[config.mk]
export PLATFORM = sky130hd
export DESIGN_NAME = utf16_to_utf8_window_flat
export DESIGN_NICKNAME = d
export VERILOG_FILES = /design/src/u2u8_pkg.sv /design/src/u2u8_if.sv /design/src/u2u8_front.sv /design/src/u2u8_fifo.sv /design/src/u2u8_back.sv /design/src/utf16_to_utf8_window.sv /design/src/flat_wrapper.sv
export SDC_FILE = /design/constraint.sdc
export NUM_CORES = 1
export LEC_CHECK = 0
export BUFFER_PORTS_ARGS = -buffer_cell sky130_fd_sc_hd__buf_2
export CORE_ASPECT_RATIO = 0.5
export CORE_MARGIN = 2
export CORE_UTILIZATION = 55
export CTS_CLUSTER_DIAMETER = 200
export DETAILED_ROUTE_END_ITERATION = 10
export HOLD_SLACK_MARGIN = 0.05
export PLACE_DENSITY = 0.76
export SLEW_MARGIN = 0
export SYNTH_ARGS = -nofsm -noshare
export SYNTH_HDL_FRONTEND = slang
export SYNTH_HIERARCHICAL = 1
export SYNTH_SLANG_ARGS = --single-unit
[constraint.sdc]
create_clock -name clk_i -period 4.2 [get_ports clk_i]
set_input_delay 0.84 -clock clk_i [delete_from_list [all_inputs] [get_ports clk_i]]
set_output_delay 0.84 -clock clk_i [all_outputs]
set_load 0.02 [all_outputs]
[src/u2u8_pkg.sv]
// Shared types and constants for the UTF-16 to UTF-8 window transcoder.
// No dependencies; every other file depends on this package.
package u2u8_pkg;

  localparam int unsigned CNT_W = 14;
  localparam logic [CNT_W-1:0] CNT_MAX = '1;
  localparam logic [CNT_W-1:0] WINDOW_RST = 14'd12288;

  localparam int unsigned CFG_IDX_W = 2;
  localparam logic [CFG_IDX_W-1:0] CFG_SKIP_BYTES   = 2'd0;
  localparam logic [CFG_IDX_W-1:0] CFG_WINDOW_BYTES = 2'd1;

  typedef enum logic [1:0] {
    ST_OK        = 2'd0,
    ST_LONE_LOW  = 2'd1,
    ST_LONE_HIGH = 2'd2
  } status_e;

  // One queue entry: the bytes of one code point, plus an optional closing.
  typedef struct packed {
    logic [3:0][7:0] bytes;
    logic [2:0]      nbytes;
    logic            close;
    status_e         status;
  } cmd_t;

  typedef struct packed {
    logic [7:0]       out_byte;
    logic             byte_valid;
    logic             end_of_string;
    logic [1:0]       status;
    logic [CNT_W-1:0] bytes_delivered;
    logic [CNT_W-1:0] total_length;
  } result_t;

endpackage

[src/u2u8_if.sv]
// Channel interfaces: code unit input, result output, configuration write.
// Depends on u2u8_pkg for field widths.
interface u2u8_in_if;
  logic        valid;
  logic        ready;
  logic [15:0] code_unit;
  logic        last_unit;
  modport source (output valid, output code_unit, output last_unit, input ready);
  modport sink (input valid, input code_unit, input last_unit, output ready);
endinterface

interface u2u8_out_if;
  logic                       valid;
  logic                       ready;
  logic [7:0]                 out_byte;
  logic                       byte_valid;
  logic                       end_of_string;
  logic [1:0]                 status;
  logic [u2u8_pkg::CNT_W-1:0] bytes_delivered;
  logic [u2u8_pkg::CNT_W-1:0] total_length;
  modport source (output valid, output out_byte, output byte_valid,
                  output end_of_string, output status, output bytes_delivered,
                  output total_length, input ready);
  modport sink (input valid, input out_byte, input byte_valid,
                input end_of_string, input status, input bytes_delivered,
                input total_length, output ready);
endinterface

interface u2u8_cfg_if;
  logic                           valid;
  logic                           ready;
  logic [u2u8_pkg::CFG_IDX_W-1:0] index;
  logic [u2u8_pkg::CNT_W-1:0]     data;
  modport source (output valid, output index, output data, input ready);
  modport sink (input valid, input index, input data, output ready);
endinterface

[src/u2u8_front.sv]
// Front end: surrogate pairing, error drop and UTF-8 encoding into queue entries.
// Depends on u2u8_pkg.
module u2u8_front (
  input  logic           clk_i,
  input  logic           rst_ni,
  input  logic           in_valid_i,
  input  logic [15:0]    code_unit_i,
  input  logic           last_unit_i,
  output logic           in_ready_o,
  output logic           cmd_valid_o,
  output u2u8_pkg::cmd_t cmd_o,
  input  logic           cmd_ready_i
);
  import u2u8_pkg::*;

  logic        pend_q, pend_d;
  logic [9:0]  hbits_q, hbits_d;
  logic        drop_q, drop_d;
  logic        accept, is_high, is_low;
  logic [20:0] cp;
  cmd_t        cmd;

  assign in_ready_o = cmd_ready_i;
  assign accept     = in_valid_i && cmd_ready_i;
  assign is_high    = code_unit_i[15:10] == 6'b110110;
  assign is_low     = code_unit_i[15:10] == 6'b110111;
  assign cp         = {1'b0, hbits_q, code_unit_i[9:0]} + 21'h10000;

  always_comb begin
    pend_d      = pend_q;
    hbits_d     = hbits_q;
    drop_d      = drop_q;
    cmd.bytes   = '0;
    cmd.nbytes  = 3'd0;
    cmd.close   = last_unit_i;
    cmd.status  = ST_OK;
    if (drop_q) begin
      cmd.close = 1'b0;
      if (last_unit_i) drop_d = 1'b0;
    end else if (pend_q) begin
      pend_d  = 1'b0;
      hbits_d = '0;
      if (!is_low) begin
        cmd.close  = 1'b1;
        cmd.status = ST_LONE_HIGH;
        drop_d     = !last_unit_i;
      end else begin
        cmd.nbytes   = 3'd4;
        cmd.bytes[0] = {5'b11110, cp[20:18]};
        cmd.bytes[1] = {2'b10, cp[17:12]};
        cmd.bytes[2] = {2'b10, cp[11:6]};
        cmd.bytes[3] = {2'b10, cp[5:0]};
      end
    end else if (is_low) begin
      cmd.close  = 1'b1;
      cmd.status = ST_LONE_LOW;
      drop_d     = !last_unit_i;
    end else if (is_high) begin
      if (last_unit_i) begin
        cmd.status = ST_LONE_HIGH;
      end else begin
        pend_d  = 1'b1;
        hbits_d = code_unit_i[9:0];
      end
    end else if (code_unit_i[15:7] == '0) begin
      cmd.nbytes   = 3'd1;
      cmd.bytes[0] = code_unit_i[7:0];
    end else if (code_unit_i[15:11] == '0) begin
      cmd.nbytes   = 3'd2;
      cmd.bytes[0] = {3'b110, code_unit_i[10:6]};
      cmd.bytes[1] = {2'b10, code_unit_i[5:0]};
    end else begin
      cmd.nbytes   = 3'd3;
      cmd.bytes[0] = {4'b1110, code_unit_i[15:12]};
      cmd.bytes[1] = {2'b10, code_unit_i[11:6]};
      cmd.bytes[2] = {2'b10, code_unit_i[5:0]};
    end
  end

  assign cmd_o       = cmd;
  assign cmd_valid_o = accept && ((cmd.nbytes != 3'd0) || cmd.close);

  always_ff @(posedge clk_i or negedge rst_ni) begin
    if (!rst_ni) begin
      pend_q  <= 1'b0;
      hbits_q <= '0;
      drop_q  <= 1'b0;
    end else if (accept) begin
      pend_q  <= pend_d;
      hbits_q <= hbits_d;
      drop_q  <= drop_d;
    end
  end

endmodule

[src/u2u8_fifo.sv]
// Short queue of encoded entries between front and back end.
// Depends on u2u8_pkg for the entry type.
module u2u8_fifo #(
  parameter int unsigned DEPTH = 4
) (
  input  logic           clk_i,
  input  logic           rst_ni,
  input  logic           wr_valid_i,
  output logic           wr_ready_o,
  input  u2u8_pkg::cmd_t wr_data_i,
  output logic           rd_valid_o,
  input  logic           rd_ready_i,
  output u2u8_pkg::cmd_t rd_data_o
);
  import u2u8_pkg::*;

  localparam int unsigned PW = (DEPTH > 1) ? $clog2(DEPTH) : 1;
  localparam int unsigned CW = $clog2(DEPTH + 1);
  localparam logic [PW-1:0] LAST_PTR = PW'(DEPTH - 1);
  localparam logic [CW-1:0] FULL_CNT = CW'(DEPTH);

  cmd_t          mem_q [DEPTH];
  logic [PW-1:0] wptr_q, rptr_q;
  logic [CW-1:0] cnt_q;
  logic          push, pop;

  assign wr_ready_o = cnt_q != FULL_CNT;
  assign rd_valid_o = cnt_q != '0;
  assign push       = wr_valid_i && wr_ready_o;
  assign pop        = rd_valid_o && rd_ready_i;
  assign rd_data_o  = mem_q[rptr_q];

  always_ff @(posedge clk_i) begin
    if (push) mem_q[wptr_q] <= wr_data_i;
  end

  always_ff @(posedge clk_i or negedge rst_ni) begin
    if (!rst_ni) begin
      wptr_q <= '0;
      rptr_q <= '0;
      cnt_q  <= '0;
    end else begin
      if (push) wptr_q <= (wptr_q == LAST_PTR) ? '0 : wptr_q + 1'b1;
      if (pop)  rptr_q <= (rptr_q == LAST_PTR) ? '0 : rptr_q + 1'b1;
      case ({push, pop})
        2'b10:   cnt_q <= cnt_q + 1'b1;
        2'b01:   cnt_q <= cnt_q - 1'b1;
        default: cnt_q <= cnt_q;
      endcase
    end
  end

endmodule

[src/u2u8_back.sv]
// Back end: walks the bytes of each entry, applies the byte window, emits
// byte and closing results through an output register. Depends on u2u8_pkg.
module u2u8_back (
  input  logic                    clk_i,
  input  logic                    rst_ni,
  input  logic                    cmd_valid_i,
  input  u2u8_pkg::cmd_t          cmd_i,
  output logic                    cmd_pop_o,
  input  logic [u2u8_pkg::CNT_W-1:0] skip_i,
  input  logic [u2u8_pkg::CNT_W-1:0] window_i,
  output logic                    res_valid_o,
  input  logic                    res_ready_i,
  output u2u8_pkg::result_t       res_o
);
  import u2u8_pkg::*;

  logic [2:0]       idx_q, idx_d;
  logic [CNT_W-1:0] pos_q, pos_d, dlv_q, dlv_d;
  logic             vld_q, vld_d;
  result_t          res_q, res_d;
  logic             step, in_bytes, done, pass;

  assign step     = cmd_valid_i && (!vld_q || res_ready_i);
  assign in_bytes = idx_q < cmd_i.nbytes;
  assign pass     = (pos_q >= skip_i) && (dlv_q < window_i);
  assign done     = in_bytes ? ((idx_q + 3'd1 == cmd_i.nbytes) && !cmd_i.close) : 1'b1;
  assign cmd_pop_o = step && done;

  always_comb begin
    idx_d = idx_q;
    pos_d = pos_q;
    dlv_d = dlv_q;
    vld_d = vld_q && !res_ready_i;
    res_d = res_q;
    if (step) begin
      idx_d = done ? 3'd0 : idx_q + 3'd1;
      if (in_bytes) begin
        if (pos_q != CNT_MAX) pos_d = pos_q + 1'b1;
        if (pass) begin
          if (dlv_q != CNT_MAX) dlv_d = dlv_q + 1'b1;
          vld_d               = 1'b1;
          res_d               = '0;
          res_d.out_byte      = cmd_i.bytes[idx_q[1:0]];
          res_d.byte_valid    = 1'b1;
        end
      end else begin
        // closing result; string counters restart
        vld_d                 = 1'b1;
        res_d                 = '0;
        res_d.end_of_string   = 1'b1;
        res_d.status          = cmd_i.status;
        res_d.bytes_delivered = dlv_q;
        res_d.total_length    = (cmd_i.status == ST_OK) ? pos_q : '0;
        pos_d                 = '0;
        dlv_d                 = '0;
      end
    end
  end

  always_ff @(posedge clk_i or negedge rst_ni) begin
    if (!rst_ni) begin
      idx_q <= '0;
      pos_q <= '0;
      dlv_q <= '0;
      vld_q <= 1'b0;
    end else begin
      idx_q <= idx_d;
      pos_q <= pos_d;
      dlv_q <= dlv_d;
      vld_q <= vld_d;
    end
  end

  always_ff @(posedge clk_i) begin
    res_q <= res_d;
  end

  assign res_valid_o = vld_q;
  assign res_o       = res_q;

endmodule

[src/utf16_to_utf8_window.sv]
// Top level of the UTF-16 to UTF-8 window transcoder: config registers and
// front / queue / back wiring. Depends on u2u8_pkg, u2u8_if and submodules.
//
//  channel  dir  transfer carries
//  -------  ---  ----------------------------------------------------------
//  in_i     in   code_unit, last_unit
//  out_o    out  out_byte, byte_valid, end_of_string, status,
//                bytes_delivered, total_length
//  cfg_i    in   index (0 skip_bytes, 1 window_bytes, others ignored), data
//
// The back end retires one step per cycle unless the output stalls; each UTF-8
// byte of a code point is a step (1-3 for a BMP unit, 4 for a surrogate pair),
// and a closing result another. Sustained rate is set by that walk; the front end
// takes a unit every cycle while the queue has room, so a high surrogate or a
// dropped unit costs no back-end time. Reset (async, active low) clears all
// string state, empties the queue and loads skip_bytes 0, window_bytes 12288.
// A stalled output holds its register; the queue then fills and in_i.ready drops.
module utf16_to_utf8_window #(
  parameter int unsigned QUEUE_DEPTH = 4
) (
  input  logic       clk_i,
  input  logic       rst_ni,
  u2u8_in_if.sink    in_i,
  u2u8_out_if.source out_o,
  u2u8_cfg_if.sink   cfg_i
);
  import u2u8_pkg::*;

  logic [CNT_W-1:0] skip_q, window_q;
  logic             fq_wr_valid, fq_wr_ready, fq_rd_valid, fq_pop;
  cmd_t             fq_wr_data, fq_rd_data;
  logic             res_valid;
  result_t          res;

  // Configuration: always ready, writes land directly.
  assign cfg_i.ready = 1'b1;

  always_ff @(posedge clk_i or negedge rst_ni) begin
    if (!rst_ni) begin
      skip_q   <= '0;
      window_q <= WINDOW_RST;
    end else if (cfg_i.valid) begin
      case (cfg_i.index)
        CFG_SKIP_BYTES:   skip_q   <= cfg_i.data;
        CFG_WINDOW_BYTES: window_q <= cfg_i.data;
        default: ;
      endcase
    end
  end

  // Front: pairing, error drop, encoding.
  u2u8_front u_front (
    .clk_i       (clk_i),
    .rst_ni      (rst_ni),
    .in_valid_i  (in_i.valid),
    .code_unit_i (in_i.code_unit),
    .last_unit_i (in_i.last_unit),
    .in_ready_o  (in_i.ready),
    .cmd_valid_o (fq_wr_valid),
    .cmd_o       (fq_wr_data),
    .cmd_ready_i (fq_wr_ready)
  );

  // Decoupling queue.
  u2u8_fifo #(
    .DEPTH (QUEUE_DEPTH)
  ) u_fifo (
    .clk_i      (clk_i),
    .rst_ni     (rst_ni),
    .wr_valid_i (fq_wr_valid),
    .wr_ready_o (fq_wr_ready),
    .wr_data_i  (fq_wr_data),
    .rd_valid_o (fq_rd_valid),
    .rd_ready_i (fq_pop),
    .rd_data_o  (fq_rd_data)
  );

  // Back: window, counters, output register.
  u2u8_back u_back (
    .clk_i       (clk_i),
    .rst_ni      (rst_ni),
    .cmd_valid_i (fq_rd_valid),
    .cmd_i       (fq_rd_data),
    .cmd_pop_o   (fq_pop),
    .skip_i      (skip_q),
    .window_i    (window_q),
    .res_valid_o (res_valid),
    .res_ready_i (out_o.ready),
    .res_o       (res)
  );

  assign out_o.valid           = res_valid;
  assign out_o.out_byte        = res.out_byte;
  assign out_o.byte_valid      = res.byte_valid;
  assign out_o.end_of_string   = res.end_of_string;
  assign out_o.status          = res.status;
  assign out_o.bytes_delivered = res.bytes_delivered;
  assign out_o.total_length    = res.total_length;

endmodule
[src/flat_wrapper.sv]
// flat-port wrapper written by rule: the top's interface ports become plain ports
module utf16_to_utf8_window_flat import u2u8_pkg::*;
#(
  parameter int unsigned QUEUE_DEPTH = 4
)
  (clk_i, rst_ni, in_i_valid, in_i_code_unit, in_i_last_unit, in_i_ready, out_o_valid, out_o_out_byte, out_o_byte_valid, out_o_end_of_string, out_o_status, out_o_bytes_delivered, out_o_total_length, out_o_ready, cfg_i_valid, cfg_i_index, cfg_i_data, cfg_i_ready);
  u2u8_in_if in_i_i ();
  u2u8_out_if out_o_i ();
  u2u8_cfg_if cfg_i_i ();
  input  logic clk_i;
  input  logic rst_ni;
  input wire logic [$bits(in_i_i.valid)-1:0] in_i_valid;
  input wire logic [$bits(in_i_i.code_unit)-1:0] in_i_code_unit;
  input wire logic [$bits(in_i_i.last_unit)-1:0] in_i_last_unit;
  output wire logic [$bits(in_i_i.ready)-1:0] in_i_ready;
  output wire logic [$bits(out_o_i.valid)-1:0] out_o_valid;
  output wire logic [$bits(out_o_i.out_byte)-1:0] out_o_out_byte;
  output wire logic [$bits(out_o_i.byte_valid)-1:0] out_o_byte_valid;
  output wire logic [$bits(out_o_i.end_of_string)-1:0] out_o_end_of_string;
  output wire logic [$bits(out_o_i.status)-1:0] out_o_status;
  output wire logic [$bits(out_o_i.bytes_delivered)-1:0] out_o_bytes_delivered;
  output wire logic [$bits(out_o_i.total_length)-1:0] out_o_total_length;
  input wire logic [$bits(out_o_i.ready)-1:0] out_o_ready;
  input wire logic [$bits(cfg_i_i.valid)-1:0] cfg_i_valid;
  input wire logic [$bits(cfg_i_i.index)-1:0] cfg_i_index;
  input wire logic [$bits(cfg_i_i.data)-1:0] cfg_i_data;
  output wire logic [$bits(cfg_i_i.ready)-1:0] cfg_i_ready;
  assign in_i_i.valid = in_i_valid;
  assign in_i_i.code_unit = in_i_code_unit;
  assign in_i_i.last_unit = in_i_last_unit;
  assign in_i_ready = in_i_i.ready;
  assign out_o_valid = out_o_i.valid;
  assign out_o_out_byte = out_o_i.out_byte;
  assign out_o_byte_valid = out_o_i.byte_valid;
  assign out_o_end_of_string = out_o_i.end_of_string;
  assign out_o_status = out_o_i.status;
  assign out_o_bytes_delivered = out_o_i.bytes_delivered;
  assign out_o_total_length = out_o_i.total_length;
  assign out_o_i.ready = out_o_ready;
  assign cfg_i_i.valid = cfg_i_valid;
  assign cfg_i_i.index = cfg_i_index;
  assign cfg_i_i.data = cfg_i_data;
  assign cfg_i_ready = cfg_i_i.ready;
  utf16_to_utf8_window #(.QUEUE_DEPTH(QUEUE_DEPTH)) u_core (.clk_i(clk_i), .rst_ni(rst_ni), .in_i(in_i_i), .out_o(out_o_i), .cfg_i(cfg_i_i));
endmodule
==> impl_metrics.yaml, run 1 <==
critical_path:
  crit_path_start_kind: "flip-flop"
  cpPeakStageDelay_ns: 0.62
  worst_ep_required_time_ns: 4.65
  end_kind: "flip-flop"
  path_buf_inv: 4
  crit_slowest_cell: "dfrtp_2"
  crit_cells: 17
  r2r_setup_slack_ns: 0.51
  cp_common_cell: "inv_1"
  regToRegEndpoint: "u_core/u_fifo/cnt_q[2]$_DFFE_PN0P_"
  critical_path_arrival_ns: 4.14
  crit_chain: "mux4_2 > inv_1 > ha_1 > nor2b_1 > o21ai_2 > nand2_2 > clkinv_1 > o41ai_1 > and2_1 > nand2_1 > inv_1 > ha_1 > inv_1 > fa_1 > xor2_1 > nor2_1 > xor2_1"
  reg2reg_depth: 17
  startpoint: "u_core/u_fifo/rptr_q[0]$_DFFE_PN0P_"
  r2r-start: "u_core/u_fifo/rptr_q[0]$_DFFE_PN0P_"
  critPathKind: "flip-flop to flip-flop"
  endpoint: "u_core/u_fifo/cnt_q[2]$_DFFE_PN0P_"
  crit_fanout: 17
  cp_top_family: "simple AND/OR/NAND/NOR gates"
sta:
  slew_headroom_pct: 34.9
  fin_skew_ns: 0.0152
  fin_crit_ns: 3.69
  rsz0062_at_grt: "false"
  slew_violations: 0
  tns_ns: 0
  setup_slack_ns: 0.515
  setup_violations: 0
  worstMarginPinSlew_ns: 0.969
  hold_viol_final: 0
  max_freq_mhz: 271
  fin_crit_sh_pct: 87.7
placed_design:
  dp_hpwl_um: 17000
  placed_cells: 1188
  gp_congestion: 0.815
  place_area_um2: 13000
  preCtsSetupSlack_ns: 0.500
  io_buffers: 79
grt:
  antenna_found_initial: 0
  grt_pass1_vias: 7295
  grt_usage_pct: 22.5
  grt_pass1_wl_um: 40700
  grt_start_max_net_pins: 66
  grt.overflow.total: 0
logic_synthesis:
  synthFlopType: "edfxtp_1"
  yosysTopAreaCellShare_pct: 46.8
  synth_top_cell_by_area: "edfxtp_1"
  async_flop_share_pct: 29.2
  yosysMostFrequentCell: "edfxtp_1"
  ys_top_cells_by_area: "edfxtp_1 47%, dfrtp_1 16%, mux4_2 8.4%, ha_1 4.1%, mux2_2 2.8%"
  synthDistinctLibCells: 77
  syn_area_um2: 12300
  ys_warn_count: 6
  synth_edf_count: 192
  ys_seq_area_share_pct: 62.8
  syn-instance-count: 827
  synth-seq-cells: 271
  synth_common_cells: "192 x edfxtp_1, 77 x dfrtp_1, 52 x inv_1"
  synth.avg_cell_area_um2: 14.9
run_status:
  outcome: "complete, no violations"
routing:
  drtAntennaViolNets: 0
  avgRoutedWirePerCell_um: 20.7
  avgViaCountPerCell: 5.91
  drc: 0
  vias: 7291
  firstDrtPassIters: 5
  routed_wl_um: 25500
  drt_iter0_markers: 700
power_and_ir_drop:
  power.leakage_nw: 5.35
  peakVddDrop_mv: 0.341
  power_density_nw_per_um2: 697
floorplanning:
  rows: 38
  fp.coreArea_um2: 21800
  die_h_um: 110
  start_util_pct: 56.5
  die_w_um: 216
  dieArea_um2: 23700
  ios: 81
clocking:
  hold_buffers: 0
  cts_resized: 0
  cts-root-buf: "clkbuf_16"
  cts_setup_buffers: 0
  cts_tree: "done"
  clk_latency_ns: 0.53
  cts_sinks: 271
  cts_inserted_buffers: 25
  clockBufferDepth: 3
  h-tree-depth: 1
  cts.clk_slew.worst_paths_ns: 0.07
worst_hold_path:
  min_path_type: "input port to asynchronous set/reset pin"
layout:
  layout-drive-gt1-share_pct: 27.4
  final_core_util_pct: 63.8
  syn2layout_area_growth_pct: 13.0
  stdcell_count: 1234
  num_antenna_cells: 0
  fin_nets: 994
  final_area_um2: 13900
  fillers: 1564
job:
  maxCapViolations: 0
[worst reg2reg max path: cells and delay by family, from the launching register on]
family,cells,cell delay (ns)
simple gates,5,0.83
fa+ha+maj,3,0.66
flops,1,0.62
mux,1,0.58
buf+inv,4,0.38
xor+xnor,2,0.29
compound gates,2,0.23
[layout make-up]
type                            instances  area (um^2)  area share, %
Sequential cell                       271         7750           55.6
Multi-Input combinational cell        465         4150           29.8
Clock buffer                           29          661           4.74
Timing Repair Buffer                   97          546           3.92
Tap cell                              300          375           2.70
Clock inverter                         17          231           1.66
Inverter                               55          211           1.52
[registers in the layout, summed over array words and instances, names as in the netlist]
name                       count
u_core/skip_q                 14
u_core/u_back/dlv_q           14
u_core/u_back/idx_q            3
u_core/u_back/pos_q           14
u_core/u_back/res_o           40
u_core/u_back/res_valid_o      1
u_core/u_fifo/cnt_q            3
u_core/u_fifo/mem_q          152
u_core/u_fifo/rptr_q           2
u_core/u_fifo/wptr_q           2
u_core/u_front/drop_q          1
u_core/u_front/hbits_q        10
u_core/u_front/pend_q          1
u_core/window_q               14
[stage by stage]
step / hold slack [ns] / power [W]
6_report: 0.407 / 0.00970
5_1_grt: 0.473 / 0.0102
4_1_cts: 0.441 / 0.00979
3_5_place_dp: 0.477 / 0.00732
3_3_place_gp: 0.470 / 0.00723
2_1_floorplan: 0.449 / 0.00630
[cells in the final DEF (no fill, tap or decap), drive strengths merged, types with 3 or more instances in the layout]
cell / count
clkbuf: 29
buf: 97
conb: 4
and3: 18
a21oi: 20
mux4: 46
or4: 10
nand3b: 3
a2bb2oi: 3
xnor2: 7
nor2: 38
and2: 37
ha: 40
nor4: 10
nor3: 9
o21ai: 23
nand2: 38
edfxtp: 192
o2bb2ai: 5
a22o: 16
nand4: 9
dfrtp: 77
o311ai: 6
clkinv: 10
or3: 3
mux2: 33
inv: 55
mux2i: 7
or2: 5
nand2b: 4
xor2: 12
a211oi: 5
bufinv: 5
o32ai: 4
nand3: 21
a21o: 5
[worst min path at each step]
stage / end / cells past startpoint / slack, ns
after floorplan: u_core/u_fifo/cnt_q[2]$_DFFE_PN0P_ / 1 / 0.45
after global placement: u_core/u_fifo/cnt_q[2]$_DFFE_PN0P_ / 1 / 0.47
after detailed placement: u_core/u_fifo/cnt_q[2]$_DFFE_PN0P_ / 1 / 0.48
after CTS: u_core/u_front/hbits_q[4]$_DFFE_PN0P_ / 1 / 0.44
after global routing: u_core/u_front/hbits_q[4]$_DFFE_PN0P_ / 1 / 0.47
final: u_core/u_front/hbits_q[4]$_DFFE_PN0P_ / 1 / 0.41
[cell families after synthesis]
family                   Yosys count  share of synthesized area (%)
other                              2                         0.0609
AO/OA/AOI/OAI                    103                           6.32
adder cells (fa/ha/maj)           41                           4.22
multiplexers                      86                           12.1
XOR/XNOR                          19                           1.35
buffers and inverters             93                           3.57
flip-flops                       271                           62.8
AND/OR/NAND/NOR                  212                           9.57
[power by group]
group	total [W]	leakage (nW)	internal (W)	switching [W]
logic	0.00318	2.21	0.00132	0.00186
registers	0.00409	2.71	0.00371	0.000382
clock network	0.00244	0.436	0.00145	0.000990
[routing by layer]
layer	GRT usage, %	part of all wire [%]
met5	0	0
met2	37.0	48
met1	31.5	44
met3	4.48	6.5
met4	4.98	1.8
Power figures use the tool's default switching activity.
==> run 2, diff against run 1 <==
PLACE_DENSITY = 0.77   (was 0.76)
SYNTH_HIERARCHICAL = not set   (was 1)
==> run 2 against run 1 <==
Compared with the run above:
- wire length fell by 4.2%
- critical endpoint is now u_core.u_back.res_o[9]$_SDFFCE_PN0P_
- clock-buffer cell count rose by 1
- combinational power fell by 12%
==> impl_metrics.yaml, run 2 <==
run_status:
  outcome: "complete, no violations"
floorplanning:
  ios: 81
  dieArea_um2: 22200
  die_w_um: 209
  fp.coreArea_um2: 20500
  start_util_pct: 56.1
  die_h_um: 106
  rows: 37
clocking:
  cts-root-buf: "clkbuf_16"
  clockBufferDepth: 3
  cts_sinks: 255
  cts_resized: 0
  h-tree-depth: 1
  cts_tree: "done"
  cts.clk_slew.worst_paths_ns: 0.06
  hold_buffers: 0
  clk_latency_ns: 0.53
  cts_inserted_buffers: 23
  cts_setup_buffers: 0
sta:
  hold_ws_ns: 0.392
  fin_crit_ns: 3.49
  hold_viol_final: 0
  tns_ns: 0
  slew_headroom_pct: 22.4
  max_freq_mhz: 287
  fin_crit_sh_pct: 83.1
  worstMarginPinSlew_ns: 1.16
  setup_violations: 0
  rsz0062_at_grt: "false"
  slew_violations: 0
  fin_skew_ns: 0.0108
logic_synthesis:
  syn_area_um2: 11500
  synth-seq-cells: 255
  synth_compound_area_share_pct: 7.48
  synth-simple-area-share_pct: 10.3
  synth_top_cell_by_area: "edfxtp_1"
  syn-instance-count: 820
  synthDistinctLibCells: 59
  synth.avg_cell_area_um2: 14.0
  synth_common_cells: "176 x edfxtp_1, 77 x dfrtp_1, 58 x nand2_1"
  synthMuxAreaShare_pct: 10.4
  synth-xor-area-share_pct: 1.22
  ys_seq_area_share_pct: 63.1
  synthFlopType: "edfxtp_1"
  ys_warn_count: 0
  yosysMostFrequentCell: "edfxtp_1"
  synth_top_family_by_area: "multiplexers"
  syn_nets: 899
  synth_edf_count: 176
  synthAdderAreaFrac_pct: 4.52
  ys_top_cells_by_area: "edfxtp_1 46%, dfrtp_1 17%, mux4_2 8.0%, ha_1 4.4%, and2_1 2.1%"
  yosysTopAreaCellShare_pct: 45.9
  async_flop_share_pct: 31.0
job:
  maxCapViolations: 0
critical_path:
  reg2reg_depth: 9
  crit_slowest_cell: "mux4_2"
  worst_ep_required_time_ns: 4.48
  critical_path_arrival_ns: 3.77
  cpPeakStageDelay_ns: 0.54
  cp_common_cell: "nand2_1"
  crit_path_start_kind: "flip-flop"
  end_kind: "flip-flop"
  crit_chain: "mux4_2 > inv_1 > ha_1 > nor2b_1 > o21ai_1 > nand2_1 > nand2_1 > nand2_2 > buf_4"
  crit_fanout: 25
  critPathKind: "flip-flop to flip-flop"
routing:
  vias: 7198
  routed_wl_um: 24400
  avgRoutedWirePerCell_um: 20.3
  firstDrtPassIters: 5
  drc: 0
  avgViaCountPerCell: 5.99
  drtAntennaViolNets: 0
  drt_iter0_markers: 533
grt:
  grt_usage_pct: 22.4
  grt.overflow.total: 0
  antenna_found_initial: 0
  grt_pass1_wl_um: 38600
  grt_start_max_net_pins: 63
  grt_pass1_vias: 7216
power_and_ir_drop:
  power.leakage_nw: 5.10
  combinationalPowerShare_pct: 32.5
  clockPowerShare_pct: 24.8
  sw_frac_of_total_pct: 33.1
  p_int_w: 0.00579
  peakVddDrop_mv: 0.306
  power_density_nw_per_um2: 664
  p_seq_share_pct: 42.7
  p_switching_w: 0.00287
layout:
  num_antenna_cells: 0
  largest_register_ffs: 136
  layout-drive-gt1-share_pct: 22.6
  fin_nets: 991
  top_register: "u_core.u_fifo.mem_q"
  fillers: 1529
  final_common_cell: "edfxtp_1"
  syn2layout_area_growth_pct: 13.3
  final_core_util_pct: 63.5
  final_cell_mix: "176 x edfxtp_1, 78 x buf_2, 76 x dfrtp_1"
worst_hold_path:
  min_path_type: "input port to asynchronous set/reset pin"
placed_design:
  io_buffers: 79
  dp_hpwl_um: 16500
  gp_congestion: 0.858
[run 2: cell types whose count changed after synthesis, sizes merged, moves of 10 or more]
| cell | before | now |
|---|---|---|
| edfxtp | 192 | 176 |
| o21ai | 23 | 33 |
| mux2 | 33 | 18 |
| a21oi | 20 | 30 |
| nand2 | 38 | 58 |
[run 2: worst paths after layout]
check / from / slack, ns / endpoint
setup / recovery: u_core.u_fifo.rptr_q[0]$_DFFE_PN0P_ / 0.71 / u_core.u_back.res_o[9]$_SDFFCE_PN0P_
hold / removal: rst_ni / 0.39 / u_core.u_back.dlv_q[4]$_DFFE_PN0P_
setup reg to reg: u_core.u_fifo.rptr_q[0]$_DFFE_PN0P_ / 0.71 / u_core.u_back.res_o[9]$_SDFFCE_PN0P_
hold reg to reg: u_core.window_q[2]$_DFFE_PN0P_ / 0.51 / u_core.window_q[2]$_DFFE_PN0P_
max in group asynchronous: rst_ni / 2.96 / u_core.u_front.hbits_q[4]$_DFFE_PN0P_
min in group clk_i: u_core.window_q[2]$_DFFE_PN0P_ / 0.51 / u_core.window_q[2]$_DFFE_PN0P_
[run 2: logic make-up after synthesis]
kind of cell / Yosys count
flops: 255
simple gates: 229
compound gates: 129
buf+inv: 83
mux: 66
fa+ha+maj: 41
xor+xnor: 16
other cells: 1
[run 2: layer usage]
layer	up-vias	track usage (%)	part of all wire, %
met5	-	0	0
met4	0	4.34	1.5
met3	41	4.08	6.3
met2	235	36.6	48
met1	3649	32.3	45
li1	3273	-	-
[run 2: area by class of cell]
| cell class | count | area (um^2) | share of cell area, % |
|---|---|---|---|
| Clock buffer | 30 | 602 | 4.62 |
| Clock inverter | 12 | 159 | 1.22 |
| Inverter | 49 | 184 | 1.41 |
| Multi-Input combinational cell | 482 | 3920 | 30.1 |
| Sequential cell | 255 | 7270 | 55.8 |
| Tap cell | 273 | 342 | 2.62 |
| Timing Repair Buffer | 101 | 563 | 4.32 |
[run 2: worst max-delay path, delay by kind of cell (launching register included)]
kind            cells  cell delay [ns]
mux                 1             0.54
flops               1             0.43
simple gates        4             1.45
compound gates      1             0.15
buf+inv             2             0.44
fa+ha+maj           1             0.21
[run 2: through the flow]
step           area (um^2)  instances  setup slack, ns  total power [W]
2_1_floorplan        11500        820            0.630          0.00565
3_3_place_gp         12300       1160            0.860          0.00647
3_5_place_dp         12300       1160            0.687          0.00657
4_1_cts              13000       1202            0.687          0.00872
5_1_grt              13000       1202            0.484          0.00907
6_report             13000       1202            0.712          0.00865
[run 2: power by group through the flow]
stage	clock, W	sequential, W	combinational, W
after floorplan	0	0.00390	0.00175
after global placement	0	0.00372	0.00275
after detailed placement	0	0.00374	0.00283
after CTS	0.00218	0.00370	0.00284
after global routing	0.00228	0.00374	0.00306
final	0.00215	0.00369	0.00281
